File: src/tmsg_pkg.sv
// Shared types, constants and register map of the trimmed mean sensor guard.
package tmsg_pkg;

    localparam int unsigned SAMPLE_W        = 10;
    localparam int unsigned SUM_W           = 16;
    localparam int unsigned CHAN_W          = 3;
    localparam int unsigned STATUS_W        = 2;
    localparam int unsigned NUM_REGS        = 8;
    localparam int unsigned CFG_IDX_W       = $clog2(NUM_REGS);
    localparam int unsigned DEFAULT_SAMPLES = 8;
    localparam int unsigned QUEUE_DEPTH     = 2;

    localparam logic [SAMPLE_W-1:0] SAMPLE_MAX = '1;

    // Result status codes
    localparam logic [STATUS_W-1:0] STATUS_GREEN = 2'd0;
    localparam logic [STATUS_W-1:0] STATUS_WARN  = 2'd1;
    localparam logic [STATUS_W-1:0] STATUS_TRIP  = 2'd2;

    // Register map
    localparam logic [CFG_IDX_W-1:0] REG_TEMP_TRIP_LOW  = 3'd0;
    localparam logic [CFG_IDX_W-1:0] REG_TEMP_TRIP_HIGH = 3'd1;
    localparam logic [CFG_IDX_W-1:0] REG_TEMP_WARN_LOW  = 3'd2;
    localparam logic [CFG_IDX_W-1:0] REG_TEMP_WARN_HIGH = 3'd3;
    localparam logic [CFG_IDX_W-1:0] REG_CURR_TRIP_LOW  = 3'd4;
    localparam logic [CFG_IDX_W-1:0] REG_CURR_TRIP_HIGH = 3'd5;
    localparam logic [CFG_IDX_W-1:0] REG_CURR_WARN_LOW  = 3'd6;
    localparam logic [CFG_IDX_W-1:0] REG_CURR_WARN_HIGH = 3'd7;

    localparam logic [SAMPLE_W-1:0] CFG_RESET [NUM_REGS] = '{
        10'd0, 10'd1023, 10'd0, 10'd1023,
        10'd0, 10'd1023, 10'd0, 10'd1023
    };

    typedef struct packed {
        logic [SAMPLE_W-1:0] sample;
        logic [CHAN_W-1:0]   channel;
        logic                sensor_kind;
    } samp_word_t;

    typedef struct packed {
        logic [CHAN_W-1:0]   channel_out;
        logic                kind_out;
        logic [SAMPLE_W-1:0] mean;
        logic [STATUS_W-1:0] status;
        logic                relay_open;
    } res_word_t;

    // Completed window as handed from the front end to the back end
    typedef struct packed {
        logic [SUM_W-1:0]    sum;
        logic [SAMPLE_W-1:0] lo;
        logic [SAMPLE_W-1:0] hi;
        logic [CHAN_W-1:0]   channel;
        logic                kind;
    } win_t;

endpackage

File: src/trimmed_mean_sensor_guard.sv
// A completed window passes through the queue entry, then the trim, multiply and output registers.
// One sample word per cycle while the queue can take a completed window; one result per SAMPLES words.
// The accumulator closes a window in the accepting cycle; a two-entry queue feeds a
// three-stage back end (trim, reciprocal multiply, limit check into the output register).
// Reset clears the window (minimum to full scale), empties queue and pipeline and sets
// every limit register to its default; no clearing pass is needed.
module trimmed_mean_sensor_guard #(
    parameter int unsigned SAMPLES = tmsg_pkg::DEFAULT_SAMPLES
) (
    input  logic                           clk,
    input  logic                           rst_n,
    input  logic                           samp_valid,
    output logic                           samp_ready,
    input  tmsg_pkg::samp_word_t           samp,
    output logic                           res_valid,
    input  logic                           res_ready,
    output tmsg_pkg::res_word_t            res,
    input  logic                           cfg_we,
    input  logic [tmsg_pkg::CFG_IDX_W-1:0] cfg_index,
    input  logic [tmsg_pkg::SAMPLE_W-1:0]  cfg_wdata
);
    import tmsg_pkg::*;

    logic push;
    logic push_ready;
    win_t push_data;
    logic head_valid;
    logic pop;
    win_t head;

    tmsg_front #(
        .SAMPLES (SAMPLES)
    ) u_front (
        .clk        (clk),
        .rst_n      (rst_n),
        .samp_valid (samp_valid),
        .samp_ready (samp_ready),
        .samp       (samp),
        .push       (push),
        .push_ready (push_ready),
        .push_data  (push_data)
    );

    tmsg_fifo u_fifo (
        .clk        (clk),
        .rst_n      (rst_n),
        .push       (push),
        .push_ready (push_ready),
        .push_data  (push_data),
        .head_valid (head_valid),
        .pop        (pop),
        .head       (head)
    );

    tmsg_back #(
        .SAMPLES (SAMPLES)
    ) u_back (
        .clk        (clk),
        .rst_n      (rst_n),
        .head_valid (head_valid),
        .pop        (pop),
        .head       (head),
        .res_valid  (res_valid),
        .res_ready  (res_ready),
        .res        (res),
        .cfg_we     (cfg_we),
        .cfg_index  (cfg_index),
        .cfg_wdata  (cfg_wdata)
    );

endmodule

File: src/tmsg_front.sv
// Window accumulator: running sum, minimum, maximum and fill count.
module tmsg_front #(
    parameter int unsigned SAMPLES = tmsg_pkg::DEFAULT_SAMPLES
) (
    input  logic                clk,
    input  logic                rst_n,
    input  logic                samp_valid,
    output logic                samp_ready,
    input  tmsg_pkg::samp_word_t samp,
    output logic                push,
    input  logic                push_ready,
    output tmsg_pkg::win_t      push_data
);
    import tmsg_pkg::*;

    localparam int unsigned CNT_W = $clog2(SAMPLES);
    localparam logic [CNT_W-1:0] LAST = CNT_W'(SAMPLES - 1);

    logic [SUM_W-1:0]    sum_reg, sum_next;
    logic [SAMPLE_W-1:0] lo_reg, lo_next;
    logic [SAMPLE_W-1:0] hi_reg, hi_next;
    logic [CNT_W-1:0]    cnt_reg;
    logic                last;
    logic                accept;

    // Fold the incoming word into the window
    always_comb
    begin
        sum_next = sum_reg + SUM_W'(samp.sample);
        lo_next  = (samp.sample < lo_reg) ? samp.sample : lo_reg;
        hi_next  = (samp.sample > hi_reg) ? samp.sample : hi_reg;
    end

    assign last       = (cnt_reg == LAST);
    assign samp_ready = push_ready || !last;
    assign accept     = samp_valid && samp_ready;
    assign push       = accept && last;

    always_comb
    begin
        push_data.sum     = sum_next;
        push_data.lo      = lo_next;
        push_data.hi      = hi_next;
        push_data.channel = samp.channel;
        push_data.kind    = samp.sensor_kind;
    end

    // Advance the window, restart it once it is full
    always_ff @(posedge clk or negedge rst_n)
    begin
        if (!rst_n)
        begin
            sum_reg <= '0;
            lo_reg  <= SAMPLE_MAX;
            hi_reg  <= '0;
            cnt_reg <= '0;
        end
        else if (accept)
        begin
            if (last)
            begin
                sum_reg <= '0;
                lo_reg  <= SAMPLE_MAX;
                hi_reg  <= '0;
                cnt_reg <= '0;
            end
            else
            begin
                sum_reg <= sum_next;
                lo_reg  <= lo_next;
                hi_reg  <= hi_next;
                cnt_reg <= cnt_reg + 1'b1;
            end
        end
    end

endmodule

File: src/tmsg_fifo.sv
// Short queue of completed windows between the front and back ends.
module tmsg_fifo (
    input  logic           clk,
    input  logic           rst_n,
    input  logic           push,
    output logic           push_ready,
    input  tmsg_pkg::win_t push_data,
    output logic           head_valid,
    input  logic           pop,
    output tmsg_pkg::win_t head
);
    import tmsg_pkg::*;

    localparam int unsigned PTR_W = (QUEUE_DEPTH > 1) ? $clog2(QUEUE_DEPTH) : 1;
    localparam int unsigned CNT_W = $clog2(QUEUE_DEPTH + 1);
    localparam logic [PTR_W-1:0] PTR_LAST = PTR_W'(QUEUE_DEPTH - 1);
    localparam logic [CNT_W-1:0] CNT_FULL = CNT_W'(QUEUE_DEPTH);

    win_t             entry_reg [QUEUE_DEPTH];
    logic [PTR_W-1:0] wr_ptr_reg;
    logic [PTR_W-1:0] rd_ptr_reg;
    logic [CNT_W-1:0] cnt_reg;
    logic             do_push;
    logic             do_pop;

    assign push_ready = (cnt_reg != CNT_FULL);
    assign head_valid = (cnt_reg != '0);
    assign head       = entry_reg[rd_ptr_reg];
    assign do_push    = push && push_ready;
    assign do_pop     = pop && head_valid;

    // Store the incoming window
    always_ff @(posedge clk)
    begin
        if (do_push)
        begin
            entry_reg[wr_ptr_reg] <= push_data;
        end
    end

    // Advance pointers and occupancy
    always_ff @(posedge clk or negedge rst_n)
    begin
        if (!rst_n)
        begin
            wr_ptr_reg <= '0;
            rd_ptr_reg <= '0;
            cnt_reg    <= '0;
        end
        else
        begin
            if (do_push)
            begin
                wr_ptr_reg <= (wr_ptr_reg == PTR_LAST) ? '0 : wr_ptr_reg + 1'b1;
            end
            if (do_pop)
            begin
                rd_ptr_reg <= (rd_ptr_reg == PTR_LAST) ? '0 : rd_ptr_reg + 1'b1;
            end
            if (do_push && !do_pop)
            begin
                cnt_reg <= cnt_reg + 1'b1;
            end
            else if (do_pop && !do_push)
            begin
                cnt_reg <= cnt_reg - 1'b1;
            end
        end
    end

endmodule

File: src/tmsg_back.sv
// Trim, constant divide, limit check and result register, with the limit registers.
module tmsg_back #(
    parameter int unsigned SAMPLES = tmsg_pkg::DEFAULT_SAMPLES
) (
    input  logic                               clk,
    input  logic                               rst_n,
    input  logic                               head_valid,
    output logic                               pop,
    input  tmsg_pkg::win_t                     head,
    output logic                               res_valid,
    input  logic                               res_ready,
    output tmsg_pkg::res_word_t                res,
    input  logic                               cfg_we,
    input  logic [tmsg_pkg::CFG_IDX_W-1:0]     cfg_index,
    input  logic [tmsg_pkg::SAMPLE_W-1:0]      cfg_wdata
);
    import tmsg_pkg::*;

    // Divide by the trimmed count as multiply by a rounded-up reciprocal and shift
    localparam int unsigned DIV    = SAMPLES - 2;
    localparam int unsigned SH     = SUM_W + $clog2(DIV);
    localparam int unsigned MUL_W  = SUM_W + 2;
    localparam int unsigned PROD_W = SUM_W + MUL_W;
    localparam logic [MUL_W-1:0] MUL = MUL_W'((longint'(1) << SH) / DIV + 1);

    logic [SAMPLE_W-1:0] cfg_reg [NUM_REGS];

    logic                s1_valid_reg;
    logic [SUM_W-1:0]    s1_trim_reg;
    logic [CHAN_W-1:0]   s1_chan_reg;
    logic                s1_kind_reg;

    logic                s2_valid_reg;
    logic [PROD_W-1:0]   s2_prod_reg;
    logic [CHAN_W-1:0]   s2_chan_reg;
    logic                s2_kind_reg;

    logic                out_valid_reg;
    res_word_t           out_reg, out_next;

    logic                out_free;
    logic                s2_load;
    logic                s1_load;

    logic [SUM_W-1:0]    quot;
    logic [SAMPLE_W-1:0] mean_c;
    logic [SAMPLE_W-1:0] trip_lo, trip_hi, warn_lo, warn_hi;
    logic [STATUS_W-1:0] status_c;

    // Stall control: each stage moves when the one ahead is free
    assign out_free = !out_valid_reg || res_ready;
    assign s2_load  = !s2_valid_reg || out_free;
    assign s1_load  = !s1_valid_reg || s2_load;
    assign pop      = head_valid && s1_load;

    // Hold the limit registers
    always_ff @(posedge clk or negedge rst_n)
    begin
        if (!rst_n)
        begin
            cfg_reg <= CFG_RESET;
        end
        else if (cfg_we)
        begin
            cfg_reg[cfg_index] <= cfg_wdata;
        end
    end

    // Valid bits of the pipeline
    always_ff @(posedge clk or negedge rst_n)
    begin
        if (!rst_n)
        begin
            s1_valid_reg  <= 1'b0;
            s2_valid_reg  <= 1'b0;
            out_valid_reg <= 1'b0;
        end
        else
        begin
            if (s1_load)
            begin
                s1_valid_reg <= head_valid;
            end
            if (s2_load)
            begin
                s2_valid_reg <= s1_valid_reg;
            end
            if (out_free)
            begin
                out_valid_reg <= s2_valid_reg;
            end
        end
    end

    // Drop minimum and maximum, then multiply by the reciprocal
    always_ff @(posedge clk)
    begin
        if (s1_load)
        begin
            s1_trim_reg <= head.sum - SUM_W'(head.lo) - SUM_W'(head.hi);
            s1_chan_reg <= head.channel;
            s1_kind_reg <= head.kind;
        end
        if (s2_load)
        begin
            s2_prod_reg <= PROD_W'(s1_trim_reg) * PROD_W'(MUL);
            s2_chan_reg <= s1_chan_reg;
            s2_kind_reg <= s1_kind_reg;
        end
        if (out_free)
        begin
            out_reg <= out_next;
        end
    end

    // Shift out the quotient and clamp to the converter range
    always_comb
    begin
        quot   = SUM_W'(s2_prod_reg >> SH);
        mean_c = (quot > SUM_W'(SAMPLE_MAX)) ? SAMPLE_MAX : quot[SAMPLE_W-1:0];
    end

    // Pick the limits of the sensor kind
    always_comb
    begin
        if (s2_kind_reg)
        begin
            trip_lo = cfg_reg[REG_CURR_TRIP_LOW];
            trip_hi = cfg_reg[REG_CURR_TRIP_HIGH];
            warn_lo = cfg_reg[REG_CURR_WARN_LOW];
            warn_hi = cfg_reg[REG_CURR_WARN_HIGH];
        end
        else
        begin
            trip_lo = cfg_reg[REG_TEMP_TRIP_LOW];
            trip_hi = cfg_reg[REG_TEMP_TRIP_HIGH];
            warn_lo = cfg_reg[REG_TEMP_WARN_LOW];
            warn_hi = cfg_reg[REG_TEMP_WARN_HIGH];
        end
    end

    // Classify: trip takes priority over warning
    always_comb
    begin
        if (mean_c < trip_lo || mean_c > trip_hi)
        begin
            status_c = STATUS_TRIP;
        end
        else if (mean_c <= warn_lo || mean_c >= warn_hi)
        begin
            status_c = STATUS_WARN;
        end
        else
        begin
            status_c = STATUS_GREEN;
        end
        out_next.channel_out = s2_chan_reg;
        out_next.kind_out    = s2_kind_reg;
        out_next.mean        = mean_c;
        out_next.status      = status_c;
        out_next.relay_open  = (status_c == STATUS_TRIP);
    end

    assign res_valid = out_valid_reg;
    assign res       = out_reg;

endmodule

File: config.mk
export PLATFORM = sky130hd
export DESIGN_NAME = trimmed_mean_sensor_guard
export DESIGN_NICKNAME = d
export VERILOG_FILES = /design/src/tmsg_pkg.sv /design/src/trimmed_mean_sensor_guard.sv /design/src/tmsg_front.sv /design/src/tmsg_fifo.sv /design/src/tmsg_back.sv
export SDC_FILE = /design/constraint.sdc
export NUM_CORES = 1
export LEC_CHECK = 0
export ABC_AREA = 1
export ABC_CLOCK_PERIOD_IN_PS = 4960
export BUFFER_PORTS_ARGS = -buffer_cell sky130_fd_sc_hd__buf_4
export CORE_MARGIN = 5
export CORE_UTILIZATION = 30
export DETAILED_ROUTE_END_ITERATION = 16
export PLACE_DENSITY = 0.56
export SLEW_MARGIN = 15
export SYNTH_ARGS = -nofsm -noshare
export SYNTH_HDL_FRONTEND = slang
export SYNTH_SLANG_ARGS = --single-unit
File: constraint.sdc
create_clock -name clk -period 4.96 [get_ports clk]
set_input_delay 1.488 -clock clk [delete_from_list [all_inputs] [get_ports clk]]
set_output_delay 1.488 -clock clk [all_outputs]
set_load 0.01 [all_outputs]
# == Yosys cells after proc, flatten, opt, wreduce, memory -nomap -nowiden ==
# Memories as Yosys holds them, arrays and structs flattened.
# Cells that the tools add are included.
# totals
regBits,199
ramBits,80
input_bits,32
out_inout_bits,19
wordCells,96
mem_count,1
# mem_list
name,words,width,rd,rd_ports_with_merged_regs,write_ports,line,source
u_fifo.entry_reg,2,40,1,0,1,tmsg_fifo.sv:19,win_t entry_reg [QUEUE_DEPTH];
# op_classes
add_sub_neg,8
multipliers,1
n_lt_le_gt_ge,9
n_eq_ne,3
muxes,22
bitwise_logic,1
reduce_logical,22
# ops
cell,n
10-bit 2-to-1 mux,10
80-bit bitwise mux,1
16-bit by 16-bit multiplier with 32-bit output (second input constant),1
16-bit by 10-bit subtractor with 16-bit output,2
10-bit demux with 3-bit select,1
10-bit greater-than comparator,2
10-bit < comparator,2
16-bit by 10-bit adder with 16-bit output,1
16-bit 2-to-1 mux,1
14-bit by 10-bit greater-than comparator with 1-bit output (second input constant),1
10-bit >= comparator,1
10-bit less-or-equal comparator,1
1-bit logical AND,8
1-bit logical NOT,6
1-bit logical OR,6
2-bit 2-to-1 mux,3
1-bit 2-to-1 mux,5
4-bit >= comparator (second input constant),1
4-bit by 1-bit < comparator with 1-bit output (second input constant),1
3-bit NOT with 4-bit output,1
2-bit nonzero test,2
3-bit by 1-bit adder with 3-bit output (second input constant),1
3-bit == test (second input constant),1
3-bit 2-to-1 mux,1
5 further kinds,6

# == Depth between registers and ports, before layout ==
# Gate-level depths: netlist of run 1.
# logic_depth
depth_word,10
ltp_mapped,22
ltp_nobuf,22

# == Cells and area by module ==
# Synthesis of run 1 repeated with hierarchy kept, for this count alone.
# unflattened
cells_unflattened,2160
area_unflattened_um2,18945.7
# by_module_without_submodules
module,n_inst,cells_each,area_per_inst_um2,seq_area_each_um2
tmsg_back,1,1450,12485.7,3778.6
tmsg_front,1,472,3266.9,988.4
tmsg_fifo,1,238,3193.1,2502.4

# == Worst setup path after synthesis of run 1 ==
# Ideal clock, no wire load.
# synth_path
path_kind,register -> register
start,reg u_back.s1_trim_reg[1]
end,reg u_back.s2_prod_reg[27] (data pin)
setup_time_ns,0.253
arrival_time_ns,4.528
t_required_ns,4.707
path_slack_ns,0.179
stages_incl_launch_ff,20
path_buffers,0
synth_period_minus_slack_ns,4.781
path_cell_list,edfxtp_1 > ha_1 > xor2_1 > ha_1 > inv_1 > fa_1 > inv_1 > fa_1 > fa_1 > inv_1 > fa_1 > inv_1 > ha_1 > nand2_1 > nor2_1 > inv_1 > nor3_1 > nand2_1 > nand4_1 > nand2_1
# synth_between
elab_chain_cells,1
# synth_lines
item,line,source
"start, declared",tmsg_back.sv:29,logic [SUM_W-1:0] s1_trim_reg;
"start signal, assigned",tmsg_back.sv:100,s1_trim_reg <= head.sum - SUM_W'(head.lo) - SUM_W'(head.hi);
16-bit by 16-bit multiplier with 32-bit output,tmsg_back.sv:106,s2_prod_reg <= PROD_W'(s1_trim_reg) * PROD_W'(MUL);
"end signal, assigned",tmsg_back.sv:106,
"end, declared",tmsg_back.sv:34,logic [PROD_W-1:0] s2_prod_reg;
# No other way between the ends.
# A chain may end at the register's enable or synchronous reset.

# == Final worst setup path of run 1 ==
# layout_path
start,reg u_back.s1_trim_reg[4]
end,reg u_back.s2_prod_reg[25] (data pin)
# Same word-level chain as after synthesis.

==> results of run 1 <==
## logic make-up (layout without fill, tap and decap cells)
logic type,after synthesis,in the layout,synth area share
compound gates,228,228,0.0670
xor+xnor,29,29,0.0137
fa+ha+maj,298,298,0.236
buf+inv,409,541,0.0841
flops,261,261,0.392
mux,46,46,0.0249
simple gates,818,818,0.182
## timing repair
| item | CTS | global route |
|---|---|---|
| pin swaps | 0 | 34 |
| resized for setup | 18 | 106 |
| endpoints found under the setup margin | 11 | 14 |
| hold buffers | 0 | 0 |
| setup buffers | 1 | 24 |
## through the flow
stage	setup WS, ns	hold slack (ns)	setup TNS (ns)	cell area [um2]	util
3_5_place_dp	-0.122	0.409	-0.341	20100	0.327
5_1_grt	-0.0380	0.451	-0.198	21800	0.355
4_1_cts	0.00223	0.431	0	21100	0.343
3_3_place_gp	-0.0757	0.404	-0.0881	20100	0.327
2_1_floorplan	0.179	0.400	0	18600	-
6_report	0.124	0.426	0	21800	0.355
## worst max path at each step
stage / from / end / depth (start not counted)
detailed placement: u_back.s1_trim_reg[3]$_DFFE_PN_ / u_back.s2_prod_reg[32]$_DFFE_PP_ / 19
finish: u_back.s1_trim_reg[4]$_DFFE_PN_ / u_back.s2_prod_reg[25]$_DFFE_PP_ / 20
global route: u_back.s1_trim_reg[4]$_DFFE_PN_ / u_back.s2_prod_reg[32]$_DFFE_PP_ / 19
CTS: u_back.s1_trim_reg[5]$_DFFE_PN_ / u_back.s2_prod_reg[25]$_DFFE_PP_ / 17
global placement: u_back.s1_trim_reg[3]$_DFFE_PN_ / u_back.s2_prod_reg[32]$_DFFE_PP_ / 19
floorplan: u_back.s1_trim_reg[1]$_DFFE_PN_ / u_back.s2_prod_reg[27]$_DFFE_PP_ / 19
## area by class of cell
type                    count  share of cell area
repair buffers            116              0.0408
clock buffers              34              0.0355
well taps                 790              0.0452
clock inverters            22             0.00790
flip-flops and latches    261               0.333
inverters                 369              0.0636
multi-input cells        1419               0.474
## cell usage after synthesis (2+ instances only)
library cell,n
nand3_1,94
clkbuf_1,24
a21o_1,7
mux2i_1,44
edfxtp_1,135
nor2_2,2
and2_1,18
dfstp_2,50
o21a_1,5
mux2_2,2
nand2_1,544
dfrtp_1,76
o21bai_1,11
inv_1,366
buf_2,14
a22o_1,4
ha_1,211
nand3b_1,6
or2_2,11
o211ai_1,5
fa_1,87
o21ai_0,124
nand4_1,25
a21oi_1,64
nor2_1,101
xnor2_1,11
xor2_1,18
a21boi_0,2
inv_2,2
nor3_1,12
## routing by layer
layer,routed length (um),global-route usage,vias to the layer above
met3,1420,0.0177,50
met5,0,0,-
li1,-,-,6945
met2,21900,0.229,202
met4,867,0.0269,0
met1,21600,0.184,6502
## worst max-delay path: stages (launching register included)
cell	delay, ns
edfxtp_1	0.54
ha_4	0.25
xor2_2	0.18
ha_1	0.28
inv_1	0.05
fa_1	0.50
inv_1	0.06
fa_1	0.49
fa_1	0.53
inv_2	0.05
fa_1	0.49
inv_2	0.05
ha_4	0.29
buf_4	0.13
nand2_4	0.06
nor2_2	0.12
nand2_1	0.10
nor3b_2	0.16
nand2_1	0.09
nand4_1	0.09
nand2_1	0.05
==> report_table.html, run 1 <==
<table>
<tr><th>Metric</th><th>Value</th></tr>
<tr><th colspan="2">STA</th></tr>
<tr><td>Unrepaired setup endpoints after global routing</td><td>true</td></tr>
<tr><td>Worst slew margin relative to its limit</td><td>0.272</td></tr>
<tr><td>Number of max-slew violations in the final report</td><td>0</td></tr>
<tr><td>Slew of the pin with the lowest slew margin</td><td>1.09 ns</td></tr>
<tr><td>Total setup violations reported at the end of the flow</td><td>0</td></tr>
<tr><td>Total count of hold-check failures in the final report</td><td>0</td></tr>
<tr><td>Clock period minus final worst setup slack</td><td>4.84 ns</td></tr>
<tr><td>Highest clock rate</td><td>207 MHz</td></tr>
<tr><td>Worst clock skew on the final layout</td><td>0.0283 ns</td></tr>
<tr><td>Period utilisation layout</td><td>0.975</td></tr>
<tr><th colspan="2">Final layout</th></tr>
<tr><td>Net count, final</td><td>2527</td></tr>
<tr><td>Area Growth Syn to Fin</td><td>17.7%</td></tr>
<tr><td>Commonest non-fill, non-tap cells in the layout</td><td>nand2_1 (519), inv_1 (358), ha_1 (185)</td></tr>
<tr><td>Area of the multi-input gates</td><td>10400 um2</td></tr>
<tr><td>Sequential cell area in the final layout</td><td>7270 um2</td></tr>
<tr><td>ANT cells</td><td>0</td></tr>
<tr><td>Count of filler cells inserted in the layout</td><td>6290</td></tr>
<tr><td>Layout Cells excl Fill</td><td>3011</td></tr>
<tr><td>Layout cells sized above 1</td><td>0.154</td></tr>
<tr><td>Most common library cell in the layout ignoring fill and taps</td><td>nand2_1</td></tr>
<tr><th colspan="2">Synth</th></tr>
<tr><td>Seq/Total Area, Yosys</td><td>0.392</td></tr>
<tr><td>Cells after Synth</td><td>2089</td></tr>
<tr><td>Cell type with the highest aggregate area in the netlist</td><td>edfxtp_1</td></tr>
<tr><td>Distinct cells, synth</td><td>44</td></tr>
<tr><td>Share of flip-flops with an asynchronous set or reset</td><td>0.483</td></tr>
<tr><td>Number of nets produced by synthesis</td><td>2419</td></tr>
<tr><td>Syn. warnings</td><td>0</td></tr>
<tr><td>Ranking of synthesized cells by area</td><td>edfxtp_1 (22%), ha_1 (14%), nand2_1 (11%), dfrtp_1 (10%), fa_1 (9.4%)</td></tr>
<tr><td>Share of the synthesized area in the top cell type</td><td>0.218</td></tr>
<tr><td>Post-synthesis instance area</td><td>18600 um2</td></tr>
<tr><td>Flop and latch count out of synthesis</td><td>261</td></tr>
<tr><td>Mean cell area of the mapped netlist</td><td>8.88 um2</td></tr>
<tr><td>Number of enable-type register cells in the synthesized netlist</td><td>135</td></tr>
<tr><td>Flip-flop cell with the highest count after synthesis</td><td>edfxtp_1</td></tr>
<tr><th colspan="2">Placement</th></tr>
<tr><td>Dpl hpwl</td><td>35.7 mm</td></tr>
<tr><td>Routability cong.</td><td>0.892</td></tr>
<tr><td>Port Buf Inserts</td><td>50</td></tr>
<tr><td>Inst Count DP</td><td>2930</td></tr>
<tr><th colspan="2">CTS</th></tr>
<tr><td>H-tree levels</td><td>1</td></tr>
<tr><td>Maximum number of buffers from clock root to sink</td><td>3</td></tr>
<tr><td>Insertion delay to the later sink of the worst-skew pair</td><td>0.58 ns</td></tr>
<tr><td>Clock sink total</td><td>261</td></tr>
<tr><td>Clock buffers created by TritonCTS</td><td>30</td></tr>
<tr><td>Clock tree from TritonCTS</td><td>yes</td></tr>
<tr><td>Clock Pin Slew Worst Setup and Hold Paths</td><td>0.06 ns</td></tr>
<tr><td>Clock root buffer</td><td>clkbuf_16</td></tr>
<tr><th colspan="2">Critical path</th></tr>
<tr><td>Type of the worst setup path</td><td>register to register</td></tr>
<tr><td>Critical path fanouts, max</td><td>4</td></tr>
<tr><td>Crit Reg-Reg Endpoint</td><td>u_back.s2_prod_reg[25]$_DFFE_PP_</td></tr>
<tr><td>Reg2Reg Depth</td><td>20</td></tr>
<tr><td>Type of destination of the critical path</td><td>register</td></tr>
<tr><td>Worst R2R Start</td><td>u_back.s1_trim_reg[4]$_DFFE_PN_</td></tr>
<tr><td>Required time at the endpoint of the critical path</td><td>5.27 ns</td></tr>
<tr><td>Worst R2R Setup Slack</td><td>0.12 ns</td></tr>
<tr><td>Worst Path Arrival</td><td>5.15 ns</td></tr>
<tr><td>CP Launch Type</td><td>register</td></tr>
<tr><th colspan="2">Hold path</th></tr>
<tr><td>Hold wc startpoint</td><td>u_back.s2_chan_reg[0]$_DFFE_PP_</td></tr>
<tr><td>Cell count of the worst hold path</td><td>0</td></tr>
<tr><td>Hold/Removal Path Class</td><td>register to register</td></tr>
<tr><td>Worst Hold Path EP</td><td>u_back.res[14]$_DFFE_PP_</td></tr>
<tr><th colspan="2">Die</th></tr>
<tr><td>Area of the core</td><td>61500 um2</td></tr>
<tr><td>Die span in x</td><td>259 um</td></tr>
<tr><td>Rows</td><td>91</td></tr>
<tr><td>Initial standard-cell utilization of the core</td><td>0.302</td></tr>
<tr><td>Chip Height</td><td>259 um</td></tr>
<tr><td>Die area</td><td>66900 um2</td></tr>
<tr><td>Number of top-level pins</td><td>51</td></tr>
<tr><th colspan="2">GRT</th></tr>
<tr><td>Maximum number of pins on one net before global-route repair</td><td>105</td></tr>
<tr><td>Antenna violations before repair</td><td>1</td></tr>
<tr><td>Total routing usage reported by global routing</td><td>0.134</td></tr>
<tr><td>Global-route wire length before repair</td><td>73.1 mm</td></tr>
<tr><td>Via count of the first global-routing pass</td><td>13760</td></tr>
<tr><td>Remaining Overflow, GRT</td><td>0</td></tr>
<tr><th colspan="2">Drt</th></tr>
<tr><td>Detailed Route WL</td><td>45.8 mm</td></tr>
<tr><td>Residual DRC count</td><td>0</td></tr>
<tr><td>Total vias in the final route</td><td>13699</td></tr>
<tr><td>Post-detailed-route count of antenna-violating nets</td><td>0</td></tr>
<tr><td>Average wire per cell in the routed design</td><td>15.2 um</td></tr>
<tr><td>Initial DRT Pass Iterations</td><td>5</td></tr>
<tr><td>Violation count after the first detailed-routing iteration</td><td>693</td></tr>
<tr><td>Via density per instance</td><td>4.55</td></tr>
<tr><th colspan="2">Outcome</th></tr>
<tr><td>Run status</td><td>finished, final reports clean</td></tr>
<tr><th colspan="2">Flow run</th></tr>
<tr><td>Max Cap Viol</td><td>0</td></tr>
</table>
Power of run 1 is left out: the tool's default activity adds up to more than one toggle a clock period on the data nets, which glitch-free logic cannot reach.
==> inputs of run 2 (changes only) <==
--- a/config.mk
+++ b/config.mk
@@ -7,5 +7,5 @@
 export LEC_CHECK = 0
 export ABC_AREA = 1
-export ABC_CLOCK_PERIOD_IN_PS = 4960
+export ABC_CLOCK_PERIOD_IN_PS = 4400
 export BUFFER_PORTS_ARGS = -buffer_cell sky130_fd_sc_hd__buf_4
 export CORE_MARGIN = 5
@@ -13,4 +13,5 @@
 export DETAILED_ROUTE_END_ITERATION = 16
 export PLACE_DENSITY = 0.56
+export REMOVE_ABC_BUFFERS = 1
 export SLEW_MARGIN = 15
 export SYNTH_ARGS = -nofsm -noshare
==> constraint.sdc (replaced) <==
create_clock -name clk -period 4.4 [get_ports clk]
set_input_delay 1.32 -clock clk [delete_from_list [all_inputs] [get_ports clk]]
set_output_delay 1.32 -clock clk [all_outputs]
set_load 0.02 [all_outputs]
==> report_table.html, run 2 (synthesized netlist as in run 1, its figures left out) <==
<table>
<tr><th>Metric</th><th>Value</th></tr>
<tr><th colspan="2">Outcome</th></tr>
<tr><td>Run status</td><td>complete, but fails checks (was finished, final reports clean)</td></tr>
<tr><td>Failing checks</td><td>negative setup slack</td></tr>
<tr><th colspan="2">Die</th></tr>
<tr><td>Number of top-level pins</td><td>51 (unchanged)</td></tr>
<tr><td>Rows</td><td>91 (unchanged)</td></tr>
<tr><td>Die span in x</td><td>259 um (unchanged)</td></tr>
<tr><td>Die area</td><td>66900 um2 (unchanged)</td></tr>
<tr><td>Initial standard-cell utilization of the core</td><td>0.302 (unchanged)</td></tr>
<tr><td>Chip Height</td><td>259 um (unchanged)</td></tr>
<tr><td>Area of the core</td><td>61500 um2 (unchanged)</td></tr>
<tr><th colspan="2">STA</th></tr>
<tr><td>Number of max-slew violations in the final report</td><td>0 (unchanged)</td></tr>
<tr><td>Clock period minus final worst setup slack</td><td>4.76 ns (was 4.84 ns)</td></tr>
<tr><td>Highest clock rate</td><td>210 MHz (was 207 MHz)</td></tr>
<tr><td>Period utilisation layout</td><td>1.08 (was 0.975)</td></tr>
<tr><td>Worst slew margin relative to its limit</td><td>0.335 (was 0.272)</td></tr>
<tr><td>Slew of the pin with the lowest slew margin</td><td>0.996 ns (was 1.09 ns)</td></tr>
<tr><td>Worst clock skew on the final layout</td><td>0.0129 ns (was 0.0283 ns)</td></tr>
<tr><td>Total setup violations reported at the end of the flow</td><td>14 (was 0)</td></tr>
<tr><td>Final worst-path setup slack</td><td>-0.361 ns (was 0.124 ns)</td></tr>
<tr><td>Total count of hold-check failures in the final report</td><td>0 (unchanged)</td></tr>
<tr><td>Unrepaired setup endpoints after global routing</td><td>true (unchanged)</td></tr>
<tr><th colspan="2">GRT</th></tr>
<tr><td>Via count of the first global-routing pass</td><td>14417 (was 13760)</td></tr>
<tr><td>Total routing usage reported by global routing</td><td>0.136 (was 0.134)</td></tr>
<tr><td>Met2 Track Usage GR</td><td>0.228 (was 0.229)</td></tr>
<tr><td>Global-route wire length before repair</td><td>75.2 mm (was 73.1 mm)</td></tr>
<tr><td>Most utilized layer in the global route result</td><td>met2 (unchanged)</td></tr>
<tr><td>Antenna violations before repair</td><td>0 (was 1)</td></tr>
<tr><td>Maximum number of pins on one net before global-route repair</td><td>68 (was 105)</td></tr>
<tr><td>Met1 Resource Use GR</td><td>0.187 (was 0.184)</td></tr>
<tr><td>Global routing usage on met3</td><td>0.0168 (was 0.0177)</td></tr>
<tr><td>Remaining Overflow, GRT</td><td>0 (unchanged)</td></tr>
<tr><th colspan="2">CTS</th></tr>
<tr><td>Clock tree from TritonCTS</td><td>yes (unchanged)</td></tr>
<tr><td>H-tree levels</td><td>1 (unchanged)</td></tr>
<tr><td>Clock root buffer</td><td>clkbuf_16 (unchanged)</td></tr>
<tr><td>Insertion delay to the later sink of the worst-skew pair</td><td>0.58 ns (about the same)</td></tr>
<tr><td>Maximum number of buffers from clock root to sink</td><td>3 (unchanged)</td></tr>
<tr><td>Clock sink total</td><td>261 (unchanged)</td></tr>
<tr><td>Clock buffers created by TritonCTS</td><td>29 (was 30)</td></tr>
<tr><td>Clock Pin Slew Worst Setup and Hold Paths</td><td>0.06 ns (about the same)</td></tr>
<tr><th colspan="2">Drt</th></tr>
<tr><td>Average wire per cell in the routed design</td><td>15.0 um (was 15.2 um)</td></tr>
<tr><td>Post-detailed-route count of antenna-violating nets</td><td>0 (unchanged)</td></tr>
<tr><td>Residual DRC count</td><td>0 (unchanged)</td></tr>
<tr><td>Violation count after the first detailed-routing iteration</td><td>734 (was 693)</td></tr>
<tr><td>Via density per instance</td><td>4.58 (was 4.55)</td></tr>
<tr><td>Detailed Route WL</td><td>46.1 mm (was 45.8 mm)</td></tr>
<tr><td>Initial DRT Pass Iterations</td><td>8 (was 5)</td></tr>
<tr><td>Total vias in the final route</td><td>14062 (was 13699)</td></tr>
<tr><th colspan="2">Critical path</th></tr>
<tr><td>Critical path fanouts, max</td><td>3 (was 4)</td></tr>
<tr><td>Type of the worst setup path</td><td>register to register (unchanged)</td></tr>
<tr><td>Worst Path Arrival</td><td>5.09 ns (was 5.15 ns)</td></tr>
<tr><td>CP Launch Type</td><td>register (unchanged)</td></tr>
<tr><td>Type of destination of the critical path</td><td>register (unchanged)</td></tr>
<tr><td>Required time at the endpoint of the critical path</td><td>4.72 ns (was 5.27 ns)</td></tr>
<tr><th colspan="2">Flow run</th></tr>
<tr><td>Max Cap Viol</td><td>0 (unchanged)</td></tr>
<tr><th colspan="2">Final layout</th></tr>
<tr><td>Layout cells sized above 1</td><td>0.194 (was 0.154)</td></tr>
<tr><td>Net count, final</td><td>2585 (was 2527)</td></tr>
<tr><td>Count of filler cells inserted in the layout</td><td>6187 (was 6290)</td></tr>
<tr><td>Area Growth Syn to Fin</td><td>21.8% (was 17.7%)</td></tr>
<tr><td>Most common library cell in the layout ignoring fill and taps</td><td>nand2_1 (unchanged)</td></tr>
<tr><td>Commonest non-fill, non-tap cells in the layout</td><td>nand2_1 (508), inv_1 (348), ha_1 (177) (was nand2_1 (519), inv_1 (358), ha_1 (185))</td></tr>
<tr><td>ANT cells</td><td>0 (unchanged)</td></tr>
<tr><td>Layout Cells excl Fill</td><td>3068 (was 3011)</td></tr>
<tr><th colspan="2">Placement</th></tr>
<tr><td>Routability cong.</td><td>0.910 (was 0.892)</td></tr>
<tr><td>Dpl hpwl</td><td>35.9 mm (was 35.7 mm)</td></tr>
<tr><td>Port Buf Inserts</td><td>50 (unchanged)</td></tr>
<tr><td>Inst Count DP</td><td>2985 (was 2930)</td></tr>
<tr><th colspan="2">Hold path</th></tr>
<tr><td>Hold/Removal Path Class</td><td>register to register (unchanged)</td></tr>
</table>
==> run 2: worst paths after layout <==
path	end	slack [ns]	cells after the start	from
worst min register to register	u_back.res[16]$_DFFE_PP_	0.42	0	u_back.s2_chan_reg[2]$_DFFE_PP_
max in group asynchronous	u_front.cnt_reg[0]$_DFFE_PN0P_	2.82	3	rst_n
worst min-delay path	u_back.res[16]$_DFFE_PP_	0.42	0	u_back.s2_chan_reg[2]$_DFFE_PP_
min in group asynchronous	u_front.sum_reg[12]$_DFFE_PN0P_	0.68	1	rst_n
worst max-delay path	u_back.s2_prod_reg[32]$_DFFE_PP_	-0.36	20	u_back.s1_trim_reg[3]$_DFFE_PN_
worst max register to register	u_back.s2_prod_reg[32]$_DFFE_PP_	-0.36	20	u_back.s1_trim_reg[3]$_DFFE_PN_
==> run 2: through the flow <==
stage	worst slack, ns	TNS, ns	hold slack [ns]	util	area, um2
after floorplan	-0.381	-4.38	0.400	-	18400
after global placement	-0.590	-6.52	0.405	0.333	20500
after detailed placement	-0.693	-7.41	0.407	0.333	20500
after CTS	-0.335	-3.68	0.421	0.365	22500
final	-0.361	-3.85	0.421	0.368	22600
after global routing	-0.541	-6.67	0.436	0.368	22600
==> run 2: worst max-delay path, stage by stage (launching register included) <==
cell	delay, ns
edfxtp_1	0.48
buf_6	0.17
ha_4	0.22
xor2_2	0.15
ha_1	0.29
inv_2	0.04
fa_1	0.49
inv_1	0.06
fa_1	0.45
fa_1	0.50
inv_1	0.06
fa_1	0.51
inv_2	0.05
ha_4	0.30
nand2_4	0.07
nor2_4	0.14
nand2_2	0.08
nor4_2	0.22
nand2_1	0.10
nand3_1	0.08
nand2_1	0.05
==> run 2: repair_timing <==
action,4_1_cts,5_1_grt
pin swaps,78,30
setup endpoints to repair,14,14
hold buffers,0,0
gates cloned,0,0
buffers inserted,23,6
gates resized for setup,166,23
endpoints found under the hold margin,0,0
==> run 2: layout make-up <==
cell class	count	area (um2)	share of cell area
clock buffers	40	870	0.0385
flip-flops and latches	261	7270	0.322
clock inverters	14	131	0.00581
well taps	790	988	0.0437
repair buffers	175	1370	0.0605
multi-input cells	1419	10600	0.469
inverters	369	1390	0.0615
==> run 2: layer usage <==
metal  wire length, um  up-vias
met4              1280        0
met1             21700     6715
met2             21700      221
met5                 0        -
li1                  -     7058
met3              1400       68
Power of run 2 is left out for the same reason.
==> inputs of run 3 (changes only) <==
Settings changed: CELL_PAD_IN_SITES_DETAIL_PLACEMENT from default to 0, CELL_PAD_IN_SITES_GLOBAL_PLACEMENT from default to 1, PLACE_DENSITY 0.56 to 0.66, SYNTH_HIERARCHICAL from default to 1, TNS_END_PERCENT from default to 30.
==> report_table.html, run 3 <==
<table>
<tr><th>Metric</th><th>Value</th></tr>
<tr><th colspan="2">Synth</th></tr>
<tr><td>Share of flip-flops with an asynchronous set or reset</td><td>0.483 (unchanged)</td></tr>
<tr><td>Distinct cells, synth</td><td>52 (was 44)</td></tr>
<tr><td>Number of enable-type register cells in the synthesized netlist</td><td>135 (unchanged)</td></tr>
<tr><td>Flip-flop cell with the highest count after synthesis</td><td>edfxtp_1 (unchanged)</td></tr>
<tr><td>Mean cell area of the mapped netlist</td><td>8.77 um2 (was 8.88 um2)</td></tr>
<tr><td>Most repeated cell in the gate-level netlist after synthesis</td><td>nand2_1 (unchanged)</td></tr>
<tr><td>Cell type with the highest aggregate area in the netlist</td><td>edfxtp_1 (unchanged)</td></tr>
<tr><td>Cells after Synth</td><td>2160 (was 2089)</td></tr>
<tr><td>Seq/Total Area, Yosys</td><td>0.384 (was 0.392)</td></tr>
<tr><td>Syn. warnings</td><td>6 (was 0)</td></tr>
<tr><td>Flop and latch count out of synthesis</td><td>261 (unchanged)</td></tr>
<tr><td>Synth top cells by count</td><td>nand2_1 (630), inv_1 (384), ha_1 (213) (was nand2_1 (544), inv_1 (366), ha_1 (211))</td></tr>
<tr><td>Ranking of synthesized cells by area</td><td>edfxtp_1 (21%), ha_1 (14%), nand2_1 (12%), dfrtp_1 (10%), fa_1 (9.3%) (was edfxtp_1 (22%), ha_1 (14%), nand2_1 (11%), dfrtp_1 (10%), fa_1 (9.4%))</td></tr>
<tr><td>Post-synthesis instance area</td><td>18900 um2 (was 18600 um2)</td></tr>
<tr><td>Share of the synthesized area in the top cell type</td><td>0.214 (was 0.218)</td></tr>
<tr><th colspan="2">GRT</th></tr>
<tr><td>Maximum number of pins on one net before global-route repair</td><td>51 (was 68)</td></tr>
<tr><td>Antenna violations before repair</td><td>0 (unchanged)</td></tr>
<tr><td>Total routing usage reported by global routing</td><td>0.135 (was 0.136)</td></tr>
<tr><td>Remaining Overflow, GRT</td><td>0 (unchanged)</td></tr>
<tr><td>Via count of the first global-routing pass</td><td>14164 (was 14417)</td></tr>
<tr><td>Global-route wire length before repair</td><td>74.8 mm (was 75.2 mm)</td></tr>
<tr><th colspan="2">Critical path</th></tr>
<tr><td>Cell-by-cell listing of the critical path</td><td>buf_6 -&gt; ha_2 -&gt; xor2_2 -&gt; ha_1 -&gt; inv_1 -&gt; fa_1 -&gt; inv_1 -&gt; fa_2 -&gt; fa_1 -&gt; fa_1 -&gt; ha_4 -&gt; nand2_4 -&gt; buf_6 -&gt; nor2_4 -&gt; and2_4 -&gt; nand2_1 -&gt; nand3_1 -&gt; nor2_2 -&gt; nand2_1 -&gt; nand2_1 -&gt; nand2_1 (was buf_6 -&gt; ha_4 -&gt; xor2_2 -&gt; ha_1 -&gt; inv_2 -&gt; fa_1 -&gt; inv_1 -&gt; fa_1 -&gt; fa_1 -&gt; inv_1 -&gt; fa_1 -&gt; inv_2 -&gt; ha_4 -&gt; nand2_4 -&gt; nor2_4 -&gt; nand2_2 -&gt; nor4_2 -&gt; nand2_1 -&gt; nand3_1 -&gt; nand2_1)</td></tr>
<tr><td>Worst path buffer plus inverter count</td><td>4 (was 5)</td></tr>
<tr><td>CP Launch Type</td><td>register (unchanged)</td></tr>
<tr><td>Cell repeated most along the worst path</td><td>nand2_1 (was fa_1)</td></tr>
<tr><td>Type of the worst setup path</td><td>register to register (unchanged)</td></tr>
<tr><td>Cell at the slowest stage of the critical path</td><td>fa_1 (unchanged)</td></tr>
<tr><td>Critical path fanouts, max</td><td>3 (unchanged)</td></tr>
<tr><td>Family with the most delay on the worst path</td><td>adder cells (unchanged)</td></tr>
<tr><td>Type of destination of the critical path</td><td>register (unchanged)</td></tr>
<tr><td>Worst Path Arrival</td><td>5.11 ns (was 5.09 ns)</td></tr>
<tr><td>Required time at the endpoint of the critical path</td><td>4.71 ns (was 4.72 ns)</td></tr>
<tr><td>Worst stage delay on the critical path</td><td>0.56 ns (was 0.51 ns)</td></tr>
<tr><th colspan="2">Placement</th></tr>
<tr><td>Placement Setup Slack</td><td>-0.650 ns (was -0.693 ns)</td></tr>
<tr><td>Port Buf Inserts</td><td>50 (unchanged)</td></tr>
<tr><td>Routability cong.</td><td>0.895 (was 0.910)</td></tr>
<tr><td>Dpl hpwl</td><td>36.2 mm (was 35.9 mm)</td></tr>
<tr><th colspan="2">Drt</th></tr>
<tr><td>Via density per instance</td><td>4.42 (was 4.58)</td></tr>
<tr><td>Total vias in the final route</td><td>14028 (was 14062)</td></tr>
<tr><td>Post-detailed-route count of antenna-violating nets</td><td>0 (unchanged)</td></tr>
<tr><td>Initial DRT Pass Iterations</td><td>5 (was 8)</td></tr>
<tr><td>Residual DRC count</td><td>0 (unchanged)</td></tr>
<tr><td>Violation count after the first detailed-routing iteration</td><td>799 (was 734)</td></tr>
<tr><td>Average wire per cell in the routed design</td><td>14.4 um (was 15.0 um)</td></tr>
<tr><td>Detailed Route WL</td><td>45.8 mm (was 46.1 mm)</td></tr>
<tr><th colspan="2">Die</th></tr>
<tr><td>Number of top-level pins</td><td>51 (unchanged)</td></tr>
<tr><td>Die span in x</td><td>261 um (was 259 um)</td></tr>
<tr><td>Initial standard-cell utilization of the core</td><td>0.301 (was 0.302)</td></tr>
<tr><td>Area of the core</td><td>62900 um2 (was 61500 um2)</td></tr>
<tr><td>Rows</td><td>92 (was 91)</td></tr>
<tr><td>Die area</td><td>68300 um2 (was 66900 um2)</td></tr>
<tr><td>Chip Height</td><td>261 um (was 259 um)</td></tr>
<tr><th colspan="2">CTS</th></tr>
<tr><td>Clock root buffer</td><td>clkbuf_16 (unchanged)</td></tr>
<tr><td>H-tree levels</td><td>1 (unchanged)</td></tr>
<tr><td>Clock buffers created by TritonCTS</td><td>30 (was 29)</td></tr>
<tr><td>Clock Pin Slew Worst Setup and Hold Paths</td><td>0.06 ns (about the same)</td></tr>
<tr><td>Clock sink total</td><td>261 (unchanged)</td></tr>
<tr><td>Insertion delay to the later sink of the worst-skew pair</td><td>0.57 ns (was 0.58 ns)</td></tr>
<tr><td>Clock tree from TritonCTS</td><td>yes (unchanged)</td></tr>
<tr><td>Maximum number of buffers from clock root to sink</td><td>3 (unchanged)</td></tr>
<tr><th colspan="2">Outcome</th></tr>
<tr><td>Run status</td><td>complete, but fails checks (unchanged)</td></tr>
<tr><td>Failing checks</td><td>negative setup slack (unchanged)</td></tr>
<tr><th colspan="2">Final layout</th></tr>
<tr><td>Net count, final</td><td>2636 (was 2585)</td></tr>
<tr><td>Commonest non-fill, non-tap cells in the layout</td><td>nand2_1 (614), inv_1 (378), ha_1 (192) (was nand2_1 (508), inv_1 (348), ha_1 (177))</td></tr>
<tr><td>Count of filler cells inserted in the layout</td><td>6435 (was 6187)</td></tr>
<tr><td>Most common library cell in the layout ignoring fill and taps</td><td>nand2_1 (unchanged)</td></tr>
<tr><td>ANT cells</td><td>0 (unchanged)</td></tr>
<tr><td>Area of the multi-input gates</td><td>10400 um2 (was 10600 um2)</td></tr>
<tr><td>Sequential cell area in the final layout</td><td>7270 um2 (about the same)</td></tr>
<tr><td>Area Growth Syn to Fin</td><td>18.3% (was 21.8%)</td></tr>
<tr><td>Layout cells sized above 1</td><td>0.166 (was 0.194)</td></tr>
<tr><th colspan="2">Flow run</th></tr>
<tr><td>Max Cap Viol</td><td>0 (unchanged)</td></tr>
<tr><th colspan="2">STA</th></tr>
<tr><td>Fin Setup TNS</td><td>-4.65 ns (was -3.85 ns)</td></tr>
<tr><td>Slew of the pin with the lowest slew margin</td><td>1.07 ns (was 0.996 ns)</td></tr>
<tr><td>Total count of hold-check failures in the final report</td><td>0 (unchanged)</td></tr>
<tr><td>Clock period minus final worst setup slack</td><td>4.80 ns (was 4.76 ns)</td></tr>
<tr><td>Highest clock rate</td><td>208 MHz (was 210 MHz)</td></tr>
<tr><td>Worst clock skew on the final layout</td><td>0.0239 ns (was 0.0129 ns)</td></tr>
<tr><td>Unrepaired setup endpoints after global routing</td><td>true (unchanged)</td></tr>
<tr><td>Final worst-path setup slack</td><td>-0.400 ns (was -0.361 ns)</td></tr>
<tr><td>Total setup violations reported at the end of the flow</td><td>14 (unchanged)</td></tr>
<tr><td>Number of max-slew violations in the final report</td><td>0 (unchanged)</td></tr>
<tr><td>Worst slew margin relative to its limit</td><td>0.287 (was 0.335)</td></tr>
<tr><td>Period utilisation layout</td><td>1.09 (was 1.08)</td></tr>
<tr><th colspan="2">Hold path</th></tr>
<tr><td>Hold/Removal Path Class</td><td>register to register (unchanged)</td></tr>
</table>
-- run 3: cell types whose count changed after synthesis, moves of 7 or more --
cell      previous run  this run
o21ai_0            124       112
nand3_1             94        74
inv_1              366       384
nand2_2              0        12
buf_2               14         7
mux2i_1             44        27
nor2_1             101        81
buf_4                0        16
nand2_1            544       630
nand3b_1             6        15
clkbuf_1            24        17
-- run 3: area by class of cell --
type | instances | share of cell area
sequential | 261 | 0.324
timing repair buffer | 158 | 0.0549
clock buffer | 40 | 0.0370
inverter | 388 | 0.0652
tap | 846 | 0.0472
multi-input combinational | 1464 | 0.463
clock inverter | 16 | 0.00810
-- run 3: metal layers --
layer,share of wire,up-vias,GRT usage
met3,0.030,51,0.0164
met2,0.48,191,0.230
met1,0.48,6640,0.188
met5,0,-,0
li1,-,7146,-
met4,0.016,0,0.0247
-- run 3: what timing repair did --
action | in CTS | in global routing
pin swaps | 33 | 8
setup endpoints to repair | 14 | 14
hold buffers | 0 | 0
gates resized for setup | 67 | 24
buffers inserted | 8 | 3
-- run 3: final timing paths --
path / from / to / slack, ns / cells after the start
min: u_back/s1_chan_reg[1]$_DFFE_PN_ / u_back/s2_chan_reg[1]$_DFFE_PP_ / 0.42 / 0
max: u_back/s1_trim_reg[3]$_DFFE_PN_ / u_back/s2_prod_reg[26]$_DFFE_PP_ / -0.40 / 21
min in group asynchronous: rst_n / u_back/cfg_reg[11]$_DFFE_PN0P_ / 0.80 / 1
min reg2reg: u_back/s1_chan_reg[1]$_DFFE_PN_ / u_back/s2_chan_reg[1]$_DFFE_PP_ / 0.42 / 0
max reg2reg: u_back/s1_trim_reg[3]$_DFFE_PN_ / u_back/s2_prod_reg[26]$_DFFE_PP_ / -0.40 / 21
max in group asynchronous: rst_n / u_back/cfg_reg[2]$_DFFE_PN1P_ / 2.70 / 2
-- run 3: cells by family after synthesis --
| family | after synthesis | share of synthesized area |
|---|---|---|
| mux | 29 | 0.0155 |
| fa+ha+maj | 301 | 0.234 |
| buf+inv | 435 | 0.0931 |
| compound gates | 208 | 0.0594 |
| simple gates | 895 | 0.200 |
| xor+xnor | 31 | 0.0147 |
| flops | 261 | 0.384 |
-- run 3: stage by stage --
stage	hold slack [ns]	cell area [um2]	cells	util
2_1_floorplan	0.400	18600	2113	-
6_report	0.419	22400	3173	0.357
3_3_place_gp	0.404	20900	3106	0.332
3_5_place_dp	0.406	20900	3106	0.332
5_1_grt	0.425	22400	3173	0.357
4_1_cts	0.422	22300	3170	0.355
Power of run 3 is left out for the same reason.
